===== config.mk =====
export PLATFORM = sky130hd
export DESIGN_NAME = nch_ctrl
export DESIGN_NICKNAME = d
export VERILOG_FILES = /design/src/hw/rtl/nch_pkg.sv /design/src/hw/rtl/nch_ctrl.sv
export SDC_FILE = /design/constraint.sdc
export NUM_CORES = 1
export LEC_CHECK = 0
export ABC_AREA = 1
export BUFFER_PORTS_ARGS = -buffer_cell sky130_fd_sc_hd__clkbuf_2
export CORE_MARGIN = 5
export CORE_UTILIZATION = 35
export DETAILED_ROUTE_END_ITERATION = 10
export HOLD_SLACK_MARGIN = 0.05
export RECOVER_POWER = 100
export SLEW_MARGIN = 20
export SYNTH_ARGS = -nofsm -noshare
export SYNTH_HDL_FRONTEND = slang
export SYNTH_SLANG_ARGS = --single-unit

===== constraint.sdc =====
create_clock -name clk -period 1.6 [get_ports clk]
set_input_delay 0.32 -clock clk [delete_from_list [all_inputs] [get_ports clk]]
set_output_delay 0.32 -clock clk [all_outputs]
set_load 0.02 [all_outputs]

===== src/hw/rtl/nch_pkg.sv =====
package nch_pkg;

  localparam int ELEMS  = 9;
  localparam int ELEM_W = 12;
  localparam int PIX_W  = 8;
  localparam int SQ_W   = 24;
  localparam int DIST_W = 28;
  localparam int CFG_W  = 11;
  localparam int CMD_W  = 2;

  localparam logic [CFG_W-1:0] CLUSTERS_RESET = 11'd1000;

  localparam logic [CMD_W-1:0] OP_LOAD     = 2'd0;
  localparam logic [CMD_W-1:0] OP_CLASSIFY = 2'd1;
  localparam logic [CMD_W-1:0] OP_READ     = 2'd2;
  localparam logic [CMD_W-1:0] OP_CLEAR    = 2'd3;

  typedef struct packed {
    logic accept;
    logic sweep_wr;
    logic search_issue;
    logic hist_rd_idx;
    logic hist_rd_best;
    logic hist_upd;
    logic cnt_capture;
    logic out_load;
  } nch_cmd_t;

  typedef struct packed {
    logic sweep_last;
    logic search_last;
    logic pipe_busy;
    logic out_busy;
    logic in_range;
  } nch_stat_t;

endpackage


===== src/hw/rtl/nch_ctrl.sv =====
module nch_ctrl
  import nch_pkg::*;
(
  input  logic             clk,
  input  logic             rst,
  input  logic             in_valid,
  input  logic [CMD_W-1:0] cmd,
  input  nch_stat_t        stat,
  output logic             in_ready,
  output nch_cmd_t         ctl
);

  typedef enum logic [7:0] {
    S_INIT   = 8'b00000001,
    S_IDLE   = 8'b00000010,
    S_CLEAR  = 8'b00000100,
    S_SEARCH = 8'b00001000,
    S_DRAIN  = 8'b00010000,
    S_RDCNT  = 8'b00100000,
    S_UPD    = 8'b01000000,
    S_DONE   = 8'b10000000
  } state_t;

  state_t state, state_next;

  assign in_ready = (state == S_IDLE);

  always_comb begin
    state_next = state;
    ctl = '0;
    unique case (state)
      S_INIT: begin
        ctl.sweep_wr = 1'b1;
        if (stat.sweep_last) state_next = S_IDLE;
      end
      S_IDLE: begin
        if (in_valid) begin
          ctl.accept = 1'b1;
          unique case (cmd)
            OP_LOAD:     state_next = S_DONE;
            OP_CLASSIFY: state_next = S_SEARCH;
            OP_READ: begin
              if (stat.in_range) begin
                ctl.hist_rd_idx = 1'b1;
                state_next = S_RDCNT;
              end else begin
                state_next = S_DONE;
              end
            end
            OP_CLEAR:    state_next = S_CLEAR;
            default:     state_next = S_DONE;
          endcase
        end
      end
      S_CLEAR: begin
        ctl.sweep_wr = 1'b1;
        if (stat.sweep_last) state_next = S_DONE;
      end
      S_SEARCH: begin
        ctl.search_issue = 1'b1;
        if (stat.search_last) state_next = S_DRAIN;
      end
      S_DRAIN: begin
        // wait until the last distance has been compared
        if (!stat.pipe_busy) begin
          ctl.hist_rd_best = 1'b1;
          state_next = S_UPD;
        end
      end
      S_RDCNT: begin
        ctl.cnt_capture = 1'b1;
        state_next = S_DONE;
      end
      S_UPD: begin
        ctl.hist_upd = 1'b1;
        state_next = S_DONE;
      end
      S_DONE: begin
        if (!stat.out_busy) begin
          ctl.out_load = 1'b1;
          state_next = S_IDLE;
        end
      end
      default: state_next = S_INIT;
    endcase
  end

  always_ff @(posedge clk) begin
    if (rst) begin
      state <= S_INIT;
    end else begin
      state <= state_next;
    end
  end

endmodule


==> impl_metrics.csv, run 1 <==
group,metric,value,unit
sta,tightest_slew,0.274,ns
clock_tree,htreeDepth,1,
cells_and_area,nFillCells,187,
global_routing,grt_pass1_vias,775,
sta,hold_viol,0,
placed_design,place_congestion,0.878,
floorplanning,start_util,35.7,%
critical_path,cp-end-kind,"primary output",
critical_path,path_cells,"inv_2, nand2_2, nor2_4, nand2_4, nor4_4, buf_4",
routing,via_count,809,
pwr,power_density,1470,mW/mm^2
routing,wl,2.14,mm
synth,yosys.area.top_type_share,23.3,%
sta,layout_worst_path_cycle_share,103,%
clock_tree,clk_latency,0.25,ns
routing,routed_via_density,4.84,
sta,min_period,1.65,ns
critical_path,arrival,1.33,ns
synth,yosysWarnings,0,
synth,async_flop_share,0,%
clock_tree,cts-root-buf,"clkbuf_4",
placed_design,place_area,817,um^2
clock_tree,clockBufferDepth,2,
sta,setup-violations-final,4,
floorplanning,dieHeight,54.3,um
routing,drtIter0Drc,27,
floorplanning,dieArea,0.00295,mm^2
floorplanning,die-width,54.3,um
global_routing,antenna_found_initial,0,
critical_path,timing.rr.start,"state[3]$_SDFFE_PP0P_",
floorplanning,pin_count,19,
synth,seq_area_frac_synth,23.3,%
floorplanning,rows,16,
synth,synth_fp_nets,116,
placed_design,io_buffers,18,
sta,slew_viol_final,0,
clock_tree,tritoncts,"done",
cells_and_area,largest_reg_flops,8,
synth,synth.avg_cell_area,6.48,um^2
clock_tree,clock-sinks,8,
synth,synth-main-ff-cell,"dfxtp_1",
synth,ys_top_cells_by_count,"nand2_1, nor2_1, inv_1, nand3_1",
global_routing,grt_use_total,15.4,%
synth,synth.cell_area,687,um^2
cells_and_area,top_regs,"state x8",
critical_path,cp_slowest_cell,"dfxtp_4",
sta,fin_ws,-0.0532,ns
pwr,power,1.57,mW
global_routing,grt_pass1_wl,3.19,mm
cells_and_area,top_register,"state",
cells_and_area,diodes,0,
clock_tree,cts_hold_buf,0,
cells_and_area,fin_area,0.00107,mm^2
critical_path,reg2regPathDepth,11,
pwr,vdd_ir_drop_max,0.888,mV
synth,syn_inst,106,
global_routing,grt_max_degree,9,
critical_path,crit_type,"reg2out",
clock_tree,path_clk_slew,0.05,ns
sta,finalClockSkew,0.00307,ns
pwr,leakagePower,0.535,nW
sta,hold_ws,0.251,ns
synth,synth_top_area_cell,"dfxtp_1",
synth,synth-seq-cells,8,
routing,dr.pass1.iters,4,
outcome,violations,"setup timing",
global_routing,grt_overflow,0,
routing,detail-route-antenna-nets,0,
critical_path,cpPeakStageDelay,0.36,ns
synth,synth-edff-count,0,
clock_tree,cts_buffers,3,
min_path,hold_path_depth,2,
placed_design,dp.final_hpwl,1.33,mm
critical_path,cp_max_fo,4,
critical_path,crit_required,1.28,ns
outcome,status,"complete, but fails checks",
cells_and_area,layout-drive-gt1-share,55.7,%
synth,post-synth-top-count-cell,"nand2_1",
sta,max_clock_freq,605,MHz
critical_path,cp-start-kind,"flop",
synth,synth.area.top_cells,"dfxtp_1, nand2_1, nor2_1, nand3_1, nand2_4",
sta,relSlewSlack,81.5,%
min_path,hp-class,"in2reg",
min_path,min_from,"rst",
run,maxCapViolCount,0,
sta,rsz0062_at_grt,"true",
routing,drc_errors,0,
synth,ys_types,21,
floorplanning,coreArea,0.00192,mm^2
routing,routedWlPerCell,12.8,um
cells_and_area,area_delta_synth_final,55.6,%
critical_path,startpoint,"state[0]$_SDFFE_PP1P_",
cells_and_area,nets,152,
[area by class of cell]
cell class,instances,area (um^2),share of cell area [%]
multi-input combinational,79,523,48.9
timing repair buffer,31,235,22.0
sequential,8,175,16.4
inverter,19,78.8,7.38
tap,27,33.8,3.16
clock buffer,3,22.5,2.11
[layer usage]
layer	up-vias	part of all wire, %	global-route usage, %
met5	-	0	0
met4	0	2.9	8.71
met3	8	5.6	6.81
met2	38	53	25.3
met1	360	39	16.2
li1	403	-	-
[worst paths after layout]
path,to,slack (ns)
max,ctl[4],-0.05
min,state[7]$_SDFFE_PP0P_,0.25
max reg2reg,state[4]$_SDFFE_PP0P_,0.02
min reg2reg,state[0]$_SDFFE_PP1P_,0.52
[cells in the final DEF (no fill, tap or decap)]
cell type	Yosys	layout
buf_8	0	2
dfxtp_4	0	2
buf_4	0	16
o21ai_0	1	1
nand2_4	4	4
a21oi_1	5	5
clkbuf_8	0	2
nand2_2	3	4
nand3b_2	1	1
nand4_1	1	1
nand2_1	19	18
clkbuf_2	0	10
nand3_2	3	5
nand3_1	11	9
nand3_4	1	1
nor2_2	6	2
nor3_4	0	1
nor2_4	0	8
inv_4	0	3
nor4_4	0	1
nor2_1	18	15
nand3b_1	1	1
inv_2	8	5
inv_1	11	11
a21oi_4	1	1
nor3_1	1	1
dfxtp_2	0	6
clkbuf_4	0	4
[metrics by stage]
| step | worst slack [ns] | setup TNS [ns] | utilization [%] | std cells |
|---|---|---|---|---|
| after floorplan | 0.135 | 0 | - | 106 |
| after global placement | 0.179 | 0 | 42.5 | 151 |
| after detailed placement | 0.111 | 0 | 42.5 | 151 |
| after CTS | -0.0652 | -0.0845 | 52.6 | 163 |
| after global routing | -0.102 | -0.818 | 55.6 | 167 |
| final | -0.0532 | -0.127 | 55.6 | 167 |
[worst max-delay path: cells and delay by family, from the launching register on]
| kind | cells | cell delay, ns |
|---|---|---|
| simple gates | 4 | 0.48 |
| buf+inv | 2 | 0.25 |
| flops | 1 | 0.36 |
[cells by family (layout without fill, tap and decap cells)]
family,after synthesis,count (layout),share of synthesized area (%)
and+or+nand+nor,72,72,59.6
buffers and inverters,19,53,10.4
DFF,8,8,23.3
AOI/OAI and AO/OA,7,7,6.74
[power breakdown]
group,total (mW),internal [mW],switching [mW]
clock network,0.149,0.0855,0.0634
registers,0.352,0.268,0.0836
logic,1.07,0.462,0.612
[timing repair]
action | CTS | global route
hold endpoints to repair | 0 | 0
endpoints found under the setup margin | 8 | 9
setup buffers | 9 | 4
gates resized for setup | 32 | 15
pin swaps | 6 | 5
No activity file was read; power rests on OpenSTA's default activity.
==> run 2, diff against run 1 <==
clock period = 1.5 ns   (was 1.6 ns; I/O delays follow)
==> run 2 against run 1 <==
  * Worst hold slack worse by 0.032 ns
  * Clock-buffer cell count unchanged
  * Via count down 0.74%
  * Utilization up 4.4 points
  * Combinational power up 16%
  * Total power up 13%
  * Sequential share of layout area down 0.78 points
  * Largest cell class unchanged
  * The run still ends with setup timing left
  * Flip-flop and latch count unchanged
  * Non-clock buffer count up 2
==> impl_metrics.csv, run 2 (synthesis results as in run 1) <==
group,metric,value,unit
sta,slew_viol_final,0,
critical_path,critPathBufInv,4,
cells_and_area,largest_reg_flops,8,
global_routing,grt_max_degree,9,
critical_path,startpoint,"state[2]$_SDFFE_PP0P_",
critical_path,path_cells,"inv_2, nand2_4, nor2_4, nand2_8, buf_4, inv_4, buf_6",
critical_path,cp-end-kind,"primary output",
cells_and_area,diodes,0,
critical_path,cp-start-kind,"flop",
routing,wl,2.24,mm
routing,routed_via_density,4.75,
routing,detail-route-antenna-nets,0,
floorplanning,die-width,54.3,um
sta,hold_ws,0.219,ns
cells_and_area,nets,154,
sta,tightest_slew,0.250,ns
critical_path,reg2regPathDepth,12,
pwr,power_density,1550,mW/mm^2
pwr,vdd_ir_drop_max,1.05,mV
cells_and_area,top_regs,"state x8",
run,maxCapViolCount,0,
routing,via_count,803,
critical_path,rr_endpoint,"state[4]$_SDFFE_PP0P_",
global_routing,grt_pass1_vias,697,
routing,dr.pass1.iters,4,
clock_tree,cts-root-buf,"clkbuf_4",
floorplanning,start_util,35.7,%
routing,drc_errors,0,
cells_and_area,finalCoreUtilization,60.0,%
outcome,status,"complete, but fails checks",
critical_path,cp_top_family,"buffers and inverters",
cells_and_area,area_delta_synth_final,67.9,%
sta,fin_ws,-0.108,ns
sta,rsz0062_at_grt,"true",
cells_and_area,layout-drive-gt1-share,60.6,%
sta,finalClockSkew,0.00204,ns
cells_and_area,final-seq-area,180,um^2
floorplanning,dieArea,0.00295,mm^2
critical_path,cpPeakStageDelay,0.36,ns
outcome,violations,"setup timing",
critical_path,crit_required,1.20,ns
routing,drtIter0Drc,18,
clock_tree,htreeDepth,1,
sta,relSlewSlack,83.2,%
clock_tree,clockBufferDepth,2,
placed_design,place_ws,0.0558,ns
global_routing,antenna_found_initial,0,
global_routing,grt_pass1_wl,2.96,mm
sta,min_period,1.61,ns
sta,setup-violations-final,8,
clock_tree,clk_latency,0.25,ns
critical_path,timing.rr.start,"state[2]$_SDFFE_PP0P_",
critical_path,cp_max_fo,4,
critical_path,reg2reg_slack,0.01,ns
sta,hold_viol,0,
critical_path,arrival,1.31,ns
cells_and_area,multi_input_area,571,um^2
critical_path,crit_type,"reg2out",
cells_and_area,nFillCells,184,
cells_and_area,top_register,"state",
clock_tree,clock-sinks,8,
pwr,leakagePower,0.569,nW
floorplanning,dieHeight,54.3,um
cells_and_area,final_common_cell,"buf_4",
placed_design,place_congestion,0.832,
sta,layout_worst_path_cycle_share,107,%
critical_path,cp_num_cells,7,
floorplanning,pin_count,19,
clock_tree,cts_buffers,3,
clock_tree,tritoncts,"done",
cells_and_area,final_cell_mix,"buf_4, nand2_1, nor2_1",
placed_design,dp.final_hpwl,1.41,mm
routing,routedWlPerCell,13.2,um
floorplanning,coreArea,0.00192,mm^2
global_routing,grt_overflow,0,
critical_path,cp_slowest_cell,"dfxtp_4",
placed_design,io_buffers,18,
global_routing,grt_use_total,14.1,%
min_path,hp-class,"in2reg",
floorplanning,rows,16,
sta,max_clock_freq,622,MHz
critical_path,crit_end,"in_ready",
pwr,power,1.79,mW
clock_tree,path_clk_slew,0.05,ns
[run 2: cell count changes in the layout (fill, tap and decap cells not counted), moves of 2 or more]
cell	before	now
nand2_4	4	6
buf_4	16	18
nor2_2	2	4
dfxtp_4	2	4
nor2_1	15	12
dfxtp_2	6	4
nand2_1	18	15
buf_6	0	3
[run 2: layout make-up]
| cell class | instances | share of cell area [%] |
|---|---|---|
| Clock buffer | 3 | 1.95 |
| Timing Repair Buffer | 33 | 22.8 |
| Inverter | 19 | 7.27 |
| Multi-Input combinational cell | 79 | 49.5 |
| Tap cell | 27 | 2.93 |
| Sequential cell | 8 | 15.6 |
[run 2: worst min-delay path by stage]
stage	start	slack [ns]	cells after the start	endpoint
5_1_grt	rst	0.21	2	state[7]$_SDFFE_PP0P_
4_1_cts	rst	0.22	2	state[7]$_SDFFE_PP0P_
2_1_floorplan	rst	0.37	1	state[7]$_SDFFE_PP0P_
3_5_place_dp	rst	0.49	2	state[7]$_SDFFE_PP0P_
3_3_place_gp	rst	0.49	2	state[7]$_SDFFE_PP0P_
6_report	rst	0.22	2	state[7]$_SDFFE_PP0P_
[run 2: worst reg2reg max path: cells and delay by family, from the launching register on]
family        cells  cell delay, ns
simple gates      9            0.69
flops             1            0.36
buf+inv           3            0.33
[run 2: power breakdown]
part	internal [mW]	leakage, nW	total (mW)	switching, mW
clock	0.0913	0.0138	0.161	0.0699
combinational	0.534	0.485	1.24	0.704
sequential	0.293	0.0694	0.387	0.0935
total	0.918	0.569	1.79	0.867
[run 2: per-stage QoR]
step	cells	area [um^2]	setup TNS, ns
floorplan	106	693	0
global placement	152	825	0
detailed placement	152	825	0
CTS	159	980	-0.375
global route	169	1150	-1.12
finish	169	1150	-0.360
[run 2: routing by layer]
metal	track usage [%]	part of all wire (%)	vias to the layer above
li1	-	-	405
met1	15.8	38	373
met2	24.9	56	19
met3	4.36	3.9	6
met4	4.98	1.7	0
met5	0	0	-
[run 2: what timing repair did]
action	4_1_cts	5_1_grt
endpoints found under the setup margin	9	9
gates resized for setup	29	37
buffers inserted	4	10
pin swaps	5	10
hold buffers	0	0
